### src/rtl/lams_pkg.sv
// Shared types and constants for the load adaptive model selector.
`timescale 1ns / 1ps
package lams_pkg;

    // Field widths
    localparam int OCC_W   = 16;
    localparam int MODEL_W = 6;
    localparam int STEP_W  = 2;
    localparam int COUNT_W = 32;

    // Configuration port
    localparam int CFG_IDX_W = 4;
    localparam logic [CFG_IDX_W-1:0] CFG_FIRST_MODEL = CFG_IDX_W'(0);
    localparam logic [CFG_IDX_W-1:0] CFG_LAST_MODEL  = CFG_IDX_W'(1);

    // Register reset values
    localparam logic [MODEL_W-1:0] RESET_FIRST = 6'd0;
    localparam logic [MODEL_W-1:0] RESET_LAST  = 6'd63;

    // Step codes
    localparam logic [STEP_W-1:0] STEP_STAY = 2'd0;
    localparam logic [STEP_W-1:0] STEP_DOWN = 2'd1;
    localparam logic [STEP_W-1:0] STEP_UP   = 2'd2;

    // Warm-up: more than this many events before stepping starts
    localparam int WARM_W = 4;
    localparam logic [WARM_W-1:0] WARMUP_LIMIT = 4'd10;

    // Divide by 100 as multiply by ceil(2^19 / 100) and shift; exact below 43690,
    // and above that both quotients lie far beyond any model index
    localparam int RECIP_W = 13;
    localparam logic [RECIP_W-1:0] OCC_RECIP = 13'd5243;
    localparam int OCC_SHIFT = 19;
    localparam int PROD_W    = OCC_W + RECIP_W;
    localparam int QUOT_W    = PROD_W - OCC_SHIFT;

    // Decision handed from the selector to the result stages
    typedef struct packed {
        logic [MODEL_W-1:0] model;
        logic [STEP_W-1:0]  step;
        logic               warm;
    } t_sel_result;

endpackage

### src/rtl/lams_ram.sv
// Generic single write port RAM with registered read.
`timescale 1ns / 1ps
module lams_ram #(
    parameter int WIDTH = 32,
    parameter int DEPTH = 64
) (
    input  logic                     i_clk,
    input  logic                     i_we,
    input  logic [$clog2(DEPTH)-1:0] i_waddr,
    input  logic [WIDTH-1:0]         i_wdata,
    input  logic                     i_re,
    input  logic [$clog2(DEPTH)-1:0] i_raddr,
    output logic [WIDTH-1:0]         o_rdata
);

    logic [WIDTH-1:0] r_mem [DEPTH];
    logic [WIDTH-1:0] r_rdata;

    // Write port and registered read port
    always_ff @(posedge i_clk) begin
        if (i_we) begin
            r_mem[i_waddr] <= i_wdata;
        end
        if (i_re) begin
            r_rdata <= r_mem[i_raddr];
        end
    end

    assign o_rdata = r_rdata;

endmodule

### src/rtl/lams_select.sv
// Model selector: trend history, warm-up count, ceiling and current model.
`timescale 1ns / 1ps
module lams_select #(
    parameter int TREND_DEPTH = 3
) (
    input  logic                           i_clk,
    input  logic                           i_rst_n,
    input  logic                           i_cfg_we,
    input  logic [lams_pkg::CFG_IDX_W-1:0] i_cfg_index,
    input  logic [lams_pkg::MODEL_W-1:0]   i_cfg_data,
    input  logic                           i_fire,
    input  logic [lams_pkg::OCC_W-1:0]     i_occupancy,
    output lams_pkg::t_sel_result          o_result
);
    import lams_pkg::*;

    localparam int HIST_LEN = TREND_DEPTH - 1;

    logic [MODEL_W-1:0] r_first;
    logic [MODEL_W-1:0] r_last;
    logic [MODEL_W-1:0] r_cur;
    logic [WARM_W-1:0]  r_warm_cnt;
    logic [OCC_W-1:0]   r_hist [HIST_LEN];

    logic [WARM_W-1:0]  n_warm_cnt;
    logic [MODEL_W-1:0] n_cur;
    logic [MODEL_W-1:0] n_first;
    logic [MODEL_W-1:0] n_last;
    logic [MODEL_W:0]   mid_sum;
    logic               warm;
    logic [OCC_W-1:0]   remaining;
    logic [PROD_W-1:0]  prod;
    logic [QUOT_W-1:0]  quot;
    logic [MODEL_W-1:0] ceil_raw;
    logic [MODEL_W-1:0] ceiling;
    logic               rising;
    logic               falling;
    logic [STEP_W-1:0]  step;

    // Warm-up counter saturates one past the limit
    always_comb begin
        n_warm_cnt = (r_warm_cnt <= WARMUP_LIMIT) ? r_warm_cnt + 4'd1 : r_warm_cnt;
        warm       = (n_warm_cnt > WARMUP_LIMIT);
    end

    // Ceiling: last model less (occupancy - 1) / 100, first model if out of range
    always_comb begin
        remaining = (i_occupancy != '0) ? i_occupancy - OCC_W'(1) : '0;
        prod      = PROD_W'(remaining) * PROD_W'(OCC_RECIP);
        quot      = prod[PROD_W-1:OCC_SHIFT];
        ceil_raw  = r_last - quot[MODEL_W-1:0];
        if (quot > QUOT_W'(r_last)) begin
            ceiling = r_first;
        end else if (ceil_raw < r_first) begin
            ceiling = r_first;
        end else begin
            ceiling = ceil_raw;
        end
    end

    // Trend against the entry written TREND_DEPTH-1 events ago
    assign rising  = (i_occupancy > r_hist[HIST_LEN-1]);
    assign falling = (i_occupancy < r_hist[HIST_LEN-1]);

    // Step decision
    always_comb begin
        n_cur = r_cur;
        step  = STEP_STAY;
        if (warm) begin
            if (rising && (r_cur > r_first)) begin
                n_cur = r_cur - 6'd1;
                step  = STEP_DOWN;
            end else if (falling && (r_cur < ceiling)) begin
                n_cur = r_cur + 6'd1;
                step  = STEP_UP;
            end
        end
    end

    assign o_result = '{model: n_cur, step: step, warm: warm};

    // Register writes; either one recentres the model index
    always_comb begin
        n_first = r_first;
        n_last  = r_last;
        case (i_cfg_index)
            CFG_FIRST_MODEL: n_first = i_cfg_data;
            CFG_LAST_MODEL:  n_last  = i_cfg_data;
            default: ;
        endcase
        mid_sum = {1'b0, n_first} + {1'b0, n_last};
    end

    // Selector state
    always_ff @(posedge i_clk) begin
        if (!i_rst_n) begin
            r_first    <= RESET_FIRST;
            r_last     <= RESET_LAST;
            r_cur      <= MODEL_W'(({1'b0, RESET_FIRST} + {1'b0, RESET_LAST}) >> 1);
            r_warm_cnt <= '0;
            for (int k = 0; k < HIST_LEN; k++) begin
                r_hist[k] <= '0;
            end
        end else if (i_cfg_we) begin
            if ((i_cfg_index == CFG_FIRST_MODEL) || (i_cfg_index == CFG_LAST_MODEL)) begin
                r_first <= n_first;
                r_last  <= n_last;
                r_cur   <= mid_sum[MODEL_W:1];
            end
        end else if (i_fire) begin
            r_cur      <= n_cur;
            r_warm_cnt <= n_warm_cnt;
            r_hist[0]  <= i_occupancy;
            for (int k = 1; k < HIST_LEN; k++) begin
                r_hist[k] <= r_hist[k-1];
            end
        end
    end

endmodule

### src/rtl/lams_count.sv
// Per-model use counters: RAM read-modify-write with valid bits and forwarding.
`timescale 1ns / 1ps
module lams_count #(
    parameter int MODEL_COUNT = 64
) (
    input  logic                         i_clk,
    input  logic                         i_rst_n,
    input  logic                         i_rd_en,
    input  logic [lams_pkg::MODEL_W-1:0] i_rd_model,
    input  logic                         i_wr_en,
    output logic [lams_pkg::COUNT_W-1:0] o_count
);
    import lams_pkg::*;

    localparam int IDX_W = $clog2(MODEL_COUNT);

    logic [MODEL_COUNT-1:0] r_valid;
    logic [IDX_W-1:0]       r_idx;
    logic                   r_known;
    logic                   r_fwd;
    logic [COUNT_W-1:0]     r_fwd_data;

    logic [IDX_W-1:0]       rd_idx;
    logic [COUNT_W-1:0]     ram_rdata;
    logic [COUNT_W-1:0]     base;
    logic [COUNT_W-1:0]     n_count;

    // Models beyond the counter array share the top counter
    always_comb begin
        if (32'(i_rd_model) >= MODEL_COUNT) begin
            rd_idx = IDX_W'(MODEL_COUNT - 1);
        end else begin
            rd_idx = IDX_W'(i_rd_model);
        end
    end

    lams_ram #(
        .WIDTH (COUNT_W),
        .DEPTH (MODEL_COUNT)
    ) u_ram (
        .i_clk   (i_clk),
        .i_we    (i_wr_en),
        .i_waddr (r_idx),
        .i_wdata (n_count),
        .i_re    (i_rd_en),
        .i_raddr (rd_idx),
        .o_rdata (ram_rdata)
    );

    // Never-written counters read as zero; a write in the read cycle is forwarded
    always_comb begin
        if (r_fwd) begin
            base = r_fwd_data;
        end else if (r_known) begin
            base = ram_rdata;
        end else begin
            base = '0;
        end
        n_count = base + COUNT_W'(1);
    end

    assign o_count = n_count;

    // Index and forwarding state of the transaction whose count is in flight
    always_ff @(posedge i_clk) begin
        if (!i_rst_n) begin
            r_valid <= '0;
            r_known <= 1'b0;
            r_fwd   <= 1'b0;
        end else begin
            if (i_wr_en) begin
                r_valid[r_idx] <= 1'b1;
            end
            if (i_rd_en) begin
                r_known <= r_valid[rd_idx];
                r_fwd   <= i_wr_en && (r_idx == rd_idx);
            end
        end
    end

    // Payload registers
    always_ff @(posedge i_clk) begin
        if (i_rd_en) begin
            r_idx      <= rd_idx;
            r_fwd_data <= n_count;
        end
    end

endmodule

### src/rtl/load_adaptive_model_selector_unit.sv
// Top level of the load adaptive model selector.
`timescale 1ns / 1ps
// Picks a model index for every dequeue transaction from the queue occupancy
// trend and reports that model's running use count. One transaction is taken
// every clock cycle while the input is not stalled; a result passes through
// the first stage register and then the result register. The use-count RAM,
// with its registered read, is read on acceptance and written back when the
// result register takes the transaction (a write to the same counter in the
// read cycle is forwarded). A stalled result holds the input off once both
// stages are full. Counters need no clearing pass: one valid flip-flop per
// model makes an unwritten counter read as zero. Register writes (index 0
// first model, 1 last model) are always ready and recentre the model index.
module load_adaptive_model_selector_unit #(
    parameter int TREND_DEPTH = 3,
    parameter int MODEL_COUNT = 64
) (
    input  logic                           i_clk,
    input  logic                           i_rst_n,
    input  logic                           i_in_valid,
    output logic                           o_in_stall,
    input  logic [lams_pkg::OCC_W-1:0]     i_queue_occupancy,
    output logic                           o_out_valid,
    input  logic                           i_out_stall,
    output logic [lams_pkg::MODEL_W-1:0]   o_model_index,
    output logic [lams_pkg::STEP_W-1:0]    o_step_taken,
    output logic                           o_warmed_up,
    output logic [lams_pkg::COUNT_W-1:0]   o_use_count,
    input  logic                           i_cfg_valid,
    output logic                           o_cfg_ready,
    input  logic [lams_pkg::CFG_IDX_W-1:0] i_cfg_index,
    input  logic [lams_pkg::MODEL_W-1:0]   i_cfg_data
);
    import lams_pkg::*;

    logic          r_s1_valid;
    t_sel_result   r_s1_sel;
    logic          r_out_valid;
    t_sel_result   r_out_sel;
    logic [COUNT_W-1:0] r_out_count;

    t_sel_result   sel_result;
    logic [COUNT_W-1:0] count;
    logic          s1_adv;
    logic          in_fire;
    logic          cfg_we;

    // Handshake: the output register frees the first stage when it drains
    assign s1_adv      = !r_out_valid || !i_out_stall;
    assign o_in_stall  = r_s1_valid && !s1_adv;
    assign in_fire     = i_in_valid && !o_in_stall;
    assign o_cfg_ready = 1'b1;
    assign cfg_we      = i_cfg_valid;

    lams_select #(
        .TREND_DEPTH (TREND_DEPTH)
    ) u_select (
        .i_clk       (i_clk),
        .i_rst_n     (i_rst_n),
        .i_cfg_we    (cfg_we),
        .i_cfg_index (i_cfg_index),
        .i_cfg_data  (i_cfg_data),
        .i_fire      (in_fire),
        .i_occupancy (i_queue_occupancy),
        .o_result    (sel_result)
    );

    lams_count #(
        .MODEL_COUNT (MODEL_COUNT)
    ) u_count (
        .i_clk      (i_clk),
        .i_rst_n    (i_rst_n),
        .i_rd_en    (in_fire),
        .i_rd_model (sel_result.model),
        .i_wr_en    (r_s1_valid && s1_adv),
        .o_count    (count)
    );

    // Stage valid flags
    always_ff @(posedge i_clk) begin
        if (!i_rst_n) begin
            r_s1_valid  <= 1'b0;
            r_out_valid <= 1'b0;
        end else begin
            if (in_fire) begin
                r_s1_valid <= 1'b1;
            end else if (s1_adv) begin
                r_s1_valid <= 1'b0;
            end
            if (s1_adv) begin
                r_out_valid <= r_s1_valid;
            end
        end
    end

    // Stage payloads
    always_ff @(posedge i_clk) begin
        if (in_fire) begin
            r_s1_sel <= sel_result;
        end
        if (s1_adv && r_s1_valid) begin
            r_out_sel   <= r_s1_sel;
            r_out_count <= count;
        end
    end

    assign o_out_valid   = r_out_valid;
    assign o_model_index = r_out_sel.model;
    assign o_step_taken  = r_out_sel.step;
    assign o_warmed_up   = r_out_sel.warm;
    assign o_use_count   = r_out_count;

endmodule

### config.mk
export PLATFORM = sky130hd
export DESIGN_NAME = load_adaptive_model_selector_unit
export DESIGN_NICKNAME = d
export VERILOG_FILES = /design/src/rtl/lams_pkg.sv /design/src/rtl/lams_ram.sv /design/src/rtl/lams_select.sv /design/src/rtl/lams_count.sv /design/src/rtl/load_adaptive_model_selector_unit.sv
export SDC_FILE = /design/constraint.sdc
export NUM_CORES = 2
export LEC_CHECK = 0
export ABC_CLOCK_PERIOD_IN_PS = 19750
export BUFFER_PORTS_ARGS = -buffer_cell sky130_fd_sc_hd__buf_2
export CAP_MARGIN = 20
export CELL_PAD_IN_SITES_DETAIL_PLACEMENT = 1
export CELL_PAD_IN_SITES_GLOBAL_PLACEMENT = 1
export CORE_MARGIN = 2
export CORE_UTILIZATION = 52
export CTS_CLUSTER_DIAMETER = 50
export DETAILED_ROUTE_END_ITERATION = 8
export PLACE_DENSITY_LB_ADDON = 0.1
export RECOVER_POWER = 50
export SLEW_MARGIN = 0
export SYNTH_ARGS = -nofsm -noshare
export SYNTH_HDL_FRONTEND = slang
export SYNTH_SLANG_ARGS = --single-unit
### constraint.sdc
create_clock -name i_clk -period 19.75 [get_ports i_clk]
set_clock_uncertainty 0.15 [all_clocks]
set_input_delay 4.9375 -clock i_clk [delete_from_list [all_inputs] [get_ports i_clk]]
set_output_delay 4.9375 -clock i_clk [all_outputs]
set_load 0.05 [all_outputs]
# After elaboration in Yosys (flattened, before gate mapping)
# Memories as Yosys holds them, arrays and structs flattened. A register that Yosys moved wholly into a read port is not among the register bits.
# Index checks and enable logic that the tools add are counted.
# W data, S select, Z words.
dict set report word_totals {
  mem_bits_rw 2080
  inputBits 31
  n_memories 2
  elab_cells 99
  out_inout_bits 44
  reg_bits 172
}
dict set report op_classes {
  n_mul 1
  n_bitwise 5
  n_eq_ne 3
  addsub 7
  n_lt_le_gt_ge 11
  muxes 31
  reduce_logical 21
}
# name depth width rd rd_clocked_by_memory_dff write_ports line
set memory_table {}
lappend memory_table {u_count.u_ram.r_mem 64 32 1 1 1 lams_ram.sv:16} ;# logic [WIDTH-1:0] r_mem [DEPTH];
lappend memory_table {u_select.r_hist 2 16 2 0 2 lams_select.sv:23} ;# logic [OCC_W-1:0] r_hist [HIST_LEN];
# operator count
set ops {}
lappend ops {{$mux W32} 2}
lappend ops {{$or A64 B64 Y64} 1}
lappend ops {{$mux W6} 10}
lappend ops {{$mux W16} 3}
lappend ops {{$add A32 B1 Y32 const B} 1}
lappend ops {{$mul A16 B13 Y29 const B} 1}
lappend ops {{$gt A16 B16 Y1} 1}
lappend ops {{$lt A16 B16 Y1} 1}
lappend ops {{$reduce_bool A16 Y1} 1}
lappend ops {{$sub A16 B1 Y16 const B} 1}
lappend ops {{$lt A6 B7 Y1 const B} 2}
lappend ops {{$lt A6 B6 Y1} 2}
lappend ops {{$mux W1} 12}
lappend ops {{$gt A10 B6 Y1} 1}
lappend ops {{$add A6 B6 Y7} 1}
lappend ops {{$logic_and A1 B1 Y1} 7}
lappend ops {{$add A6 B1 Y6 const B} 1}
lappend ops {{$bmux W1 S6} 1}
lappend ops {{$demux W1 S6} 1}
lappend ops {{$eq A6 B6 Y1} 1}
lappend ops {{$ge A6 B1 Y1 const B} 1}
lappend ops {{$gt A6 B6 Y1} 1}
lappend ops {{$reduce_and A2 Y1} 3}
lappend ops {{$sub A6 B1 Y6 const B} 1}
lappend ops {{other kinds (15)} 22}

# Logic depth before layout (Yosys ltp)
dict set report depth {
  depth_word 14
  depth_mapped 54
  depth_no_buf 50
}

# By module
# Synthesis repeated with hierarchy kept, for this count alone.
dict set report unflattened {
  hier_cells 4845
  area_unflattened_um2 94111.5
}
# module seq_area_each_um2 cells_per_inst area_per_inst_um2 n_inst
set by_module_without_submodules {}
lappend by_module_without_submodules {lams_ram 62459.9 3324 78835.6 1}
lappend by_module_without_submodules {lams_select 1401.3 929 8395.6 1}
lappend by_module_without_submodules {lams_count 2462.4 532 5283.8 1}
lappend by_module_without_submodules {load_adaptive_model_selector_unit 1541.5 60 1596.5 1}

# Least setup slack after synthesis
# No wires, ideal clock.
dict set report synth_path {
  path_kind {input-to-reg}
  from {input i_queue_occupancy[6] (netlist name)}
  to {register u_count.r_known}
  required_time_ns 19.468
  setup_ns 0.132
  cell_stages 49
  n_path_buf 3
  t_arrival_ns 15.805
  setup_slack_ns 3.663
  cell_sequence {or4_1 -> nor4_1 -> nand2b_1 -> or3_1 -> nor2b_1 -> clkbuf_1 -> or2_2 -> inv_1 -> ha_1 -> fa_1 -> fa_1 -> inv_1 -> fa_1 -> inv_1 -> fa_1 -> ha_1 -> a211oi_1 -> nor2_1 -> [... 13 more ...] -> nor3_4 -> mux2i_1 -> ha_1 -> a21o_1 -> a21o_1 -> a21oi_1 -> and2_1 -> clkbuf_1 -> o22ai_1 -> a221o_1 -> nor3_1 -> buf_2 -> inv_2 -> or4_1 -> o2111a_1 -> a211o_1 -> nor4_1 -> a211oi_1}
}
dict set report synth_via {
  elab_chain_cells 14
  word_cells_on_any_way 19
  cone_classes {2 x add/sub; 1 x mul; 5 x order compare; 8 x mux; 3 x reduce/logical}
}
# item line
set synth_rtl {}
lappend synth_rtl {{from (decl)} load_adaptive_model_selector_unit.sv:21} ;# input logic [lams_pkg::OCC_W-1:0] i_queue_occupancy,
lappend synth_rtl {{$sub A16 B1 Y16 or $reduce_bool A16 Y1 (tied branches)} lams_select.sv:48} ;# remaining = (i_occupancy != '0) ? i_occupancy - OCC_W'(1) : '0;
lappend synth_rtl {{$mux W16} lams_select.sv:48}
lappend synth_rtl {{$mul A16 B13 Y29} lams_select.sv:49} ;# prod = PROD_W'(remaining) * PROD_W'(OCC_RECIP);
lappend synth_rtl {{$sub A6 B6 Y6} lams_select.sv:51} ;# ceil_raw = r_last - quot[MODEL_W-1:0];
lappend synth_rtl {{$lt A6 B6 Y1} lams_select.sv:54} ;# end else if (ceil_raw < r_first) begin
lappend synth_rtl {{$mux W6} lams_select.sv:54}
lappend synth_rtl {{$mux W6} lams_select.sv:52} ;# if (quot > QUOT_W'(r_last)) begin
lappend synth_rtl {{$lt A6 B6 Y1} lams_select.sv:73} ;# end else if (falling && (r_cur < ceiling)) begin
lappend synth_rtl {{$logic_and A1 B1 Y1} lams_select.sv:73}
lappend synth_rtl {{$mux W6} lams_select.sv:73}
lappend synth_rtl {{$mux W6 (*)} lams_select.sv:70} ;# if (rising && (r_cur > r_first)) begin
lappend synth_rtl {{$mux W6 (*)} lams_select.sv:69} ;# if (warm) begin
lappend synth_rtl {{$bmux W1 S6 (*)} lams_count.sv:75} ;# r_known <= r_valid[rd_idx];
lappend synth_rtl {{$mux W1 (implied by the code) (*)} lams_count.sv:75}
lappend synth_rtl {{to (signal assigned)} lams_count.sv:75}
lappend synth_rtl {{to (decl)} lams_count.sv:19} ;# logic r_known;
# Every way passes the cells marked *; elsewhere a longest branch is shown, timed or not. The select of a mux whose other input is x is not followed.
# A chain may end at the register's enable or synchronous reset.

==> results_dict.tcl <==
set metrics [dict create \
    worst_setup_path_end_kind "register" \
    clk_root_buffer_cell "sky130_fd_sc_hd__clkbuf_16" \
    placedCellCount 8557 \
    cts.htree.levels 4 \
    nNetsFinal 6586 \
    cp_max_fo 16 \
    power.static_leakage_nw 43.3 \
    route.detailed.drc 0 \
    cpMostUsedCell "sky130_fd_sc_hd__ha_1" \
    power_frac_comb_pct 17.0 \
    critical_path_class "input port to register" \
    r2r_cells 14 \
    numCtsBuffers 239 \
    r2r-start "u_count.r_fwd$_SDFFE_PN0P_" \
    worst_hold_path_stage_count 0 \
    clkSinkCount 2284 \
    synth.lib_cells_used.distinct 81 \
    floorplan.core_area_mm2 0.186 \
    route.final.wire_length_um 294000 \
    dominantRegCellSynth "sky130_fd_sc_hd__edfxtp_1" \
    timing_hold_violations_final 0 \
    hold_buffers 0 \
    switching_share_pct 27.5 \
    layout_common_cells "sky130_fd_sc_hd__edfxtp_1 (2,194), sky130_fd_sc_hd__mux2i_1 (1,232), sky130_fd_sc_hd__nand2_1 (405)" \
    critical_path.max_stage_delay_ns 0.85 \
    io_buffer_count 73 \
    syn_inst 6069 \
    number_of_antenna_violations_at_the_first_check_in_global_routing 11 \
    netlist_area_before_placement_mm2 0.0973 \
    crit_path_start_kind "input port" \
    p_int_mw 8.69 \
    ys_ff_latch 2284 \
    critPathSlowestCell "sky130_fd_sc_hd__nor2_2" \
    clkPwrFrac_pct 37.5 \
    tritoncts_clock_tree "built" \
    clockBufferDepth 3 \
    power.sequential.fraction_pct 45.4 \
    hold_path_end "o_step_taken[1]$_DFFE_PP_" \
    final_antenna_net_count 0 \
    cts_post_setup_buffers_inserted 0 \
    timing_max_transition_violations_final 2320 \
    dp_hpwl_um 173000 \
    worst_r2r_endpoint "u_count.u_ram.r_mem[53][20]$_DFFE_PP_" \
    timing.slew.headroom_pct -188 \
    cts.reportedPaths.clkPinSlew_ns 0.06 \
    synth.yosys.warnings 0 \
    timing.hold.worst.start "r_s1_sel[2]$_SDFFCE_PP0P_" \
    worst-endpoint-arrival_ns 18.89 \
    setup-tns-final_ns 0 \
    floorplan.die_area_mm2 0.191 \
    gpl.final_weighted_congestion 0.880 \
    final.hold.worst_slack_ns 0.275 \
    failed_checks "capacitance limit, slew limit" \
    layoutNonFillerInstCount 9019 \
    rsz0062_at_grt "no" \
    floorplan.initialDensity_pct 52.4 \
    grt_use_total_pct 30.6 \
    yosysSeqAreaShare_pct 69.6 \
    final_common_cell "sky130_fd_sc_hd__edfxtp_1" \
    ios 75 \
    die_w_um 436 \
    first_global_vias 58626 \
    clkLatencyLatePin_ns 0.91 \
    worst_ir_drop_vdd_mv 0.0872 \
    hold_path_class "register to register" \
    wl_per_cell_um 32.5 \
    fmax_achieved_mhz 54.5 \
    initialDrtViolationCount 6005 \
    cts_resized 0 \
    die_height_um 436 \
    switch_pwr_mw 3.30 \
    grt_start_max_net_pins 114 \
    synth_enable_flop_cells 2194 \
    timing.max_cap.violations 66 \
    grt_pass1_wl_um 420000 \
    rows 158 \
    synth-async-reset-ratio_pct 0 \
    routed-via-count 56673 \
    post_route_cells_drive_above_1_share_pct 14.1 \
    status "finished, violations left" \
    powerDensity_mw_per_mm2 109 \
    finalWorstPathRequiredPeriod_ns 18.36 \
    crit_required_ns 20.28 \
    synth_fp_nets 6335 \
    route.detailed.vias_per_inst 6.28 \
    remaining_global_route_overflow 0 \
    final_core_util_pct 59.2 \
    slew_of_the_pin_with_the_lowest_slew_margin_ns 4.32 \
    syn-mean-instance-area_um2 16.0 \
    final.period_utilization_pct 93.0 \
    drt_first_pass_iters 5 \
    layout-area-overhead-vs-synth_pct 13.0 \
    reg2reg_setup_slack_ns 9.45 \
    finalSetupViolCount 0 \
]
==> worst max path at each step <==
stage                                                endpoint  cells past startpoint                 start  slack (ns)
after floorplan                  u_count.r_known$_SDFFE_PN0P_                     49  i_queue_occupancy[6]        3.66
after global placement    u_count.u_ram.o_rdata[18]$_DFFE_PP_                     46  i_queue_occupancy[6]        0.71
after detailed placement  u_count.u_ram.o_rdata[18]$_DFFE_PP_                     47  i_queue_occupancy[6]        0.52
after CTS                 u_count.u_ram.o_rdata[18]$_DFFE_PP_                     47  i_queue_occupancy[6]        1.39
after global routing      u_count.u_ram.o_rdata[18]$_DFFE_PP_                     46  i_queue_occupancy[6]        0.46
final                     u_count.u_ram.o_rdata[18]$_DFFE_PP_                     47  i_queue_occupancy[6]        1.39
==> per-stage QoR <==
step | setup slack [ns] | total power, mW | cell area [um^2]
after detailed placement | 0.519 | 7.57 | 103000
after global routing | 0.456 | 12.4 | 110000
after global placement | 0.709 | 7.53 | 103000
final | 1.39 | 12.0 | 110000
after floorplan | 3.66 | 6.88 | 97300
after CTS | 1.39 | 12.0 | 110000
==> routing by layer <==
metal  up-vias  GRT usage [%]  wire length (um)
met5         -              0                23
met4         4           10.2             11000
met3       490           4.53             20700
met2      2166           49.1            138000
met1     30064           43.0            124000
li1      23949              -                 -
==> power groups by stage <==
stage,clock [mW],combinational [mW],sequential (mW)
floorplan,0,1.33,5.54
global placement,0,2.00,5.53
detailed placement,0,2.04,5.54
CTS,4.55,2.06,5.43
global route,4.73,2.24,5.45
finish,4.50,2.04,5.45
==> synthesized netlist by cell type (all sizes together), types with 63 or more instances <==
cell type	number	area share (%)
a21oi	63	0.33
o211ai	200	1.5
nand4	81	0.53
edfxtp	2194	68
nand2	405	1.6
mux2	191	2.2
inv	183	0.71
ha	158	2.0
clkbuf	142	0.55
buf	179	0.95
fa	77	1.6
mux2i	1232	13
nor2	271	1.0
dfxtp	90	1.9
a32oi	96	0.86
==> area by class of cell <==
| cell class | count | area (um^2) |
|---|---|---|
| Fill cell | 16577 | 75700 |
| Clock buffer | 300 | 6310 |
| Multi-Input combinational cell | 3281 | 28100 |
| Clock inverter | 152 | 1550 |
| Inverter | 183 | 703 |
| Antenna cell | 8 | 20.0 |
| Tap cell | 2480 | 3100 |
| Timing Repair Buffer | 331 | 2500 |
| Sequential cell | 2284 | 67700 |
==> cells by family (layout without fill, tap and decap cells) <==
group	after synthesis	after routing	share of synthesized area [%]
AOI/OAI and AO/OA	584	584	4.48
DFF	2284	2284	69.6
muxes	1423	1423	14.9
other	1	9	0.00386
adders and majority gates	235	235	3.62
xor gates and xnor gates	64	64	0.600
buffers and inverters	504	966	2.20
and+or+nand+nor	974	974	4.61
==> state kept, by name, indices dropped and copies added (netlist names) <==
signal and flops:
u_count.u_ram.o_rdata 32, u_count.u_ram.r_mem 2048, u_count.r_fwd_data 32, o_out_valid 1
o_use_count 32, u_select.r_first 6, u_count.r_fwd 1, r_s1_valid 1
u_count.r_idx 6, r_s1_sel 3, u_select.r_last 6, u_select.r_cur 6
o_warmed_up 1, u_select.r_warm_cnt 4, u_select.r_hist 32, u_count.r_known 1
o_model_index 6, u_count.r_valid 64, o_step_taken 2
==> critical path, delay by kind of cell <==
family          cells  cell delay (ns)
buf+inv             7             1.24
fa+ha+maj           9             3.61
simple gates       15             5.00
mux                 1             0.27
compound gates     12             2.82
xor+xnor            3             0.94
No activity file was read; power rests on OpenSTA's default activity.
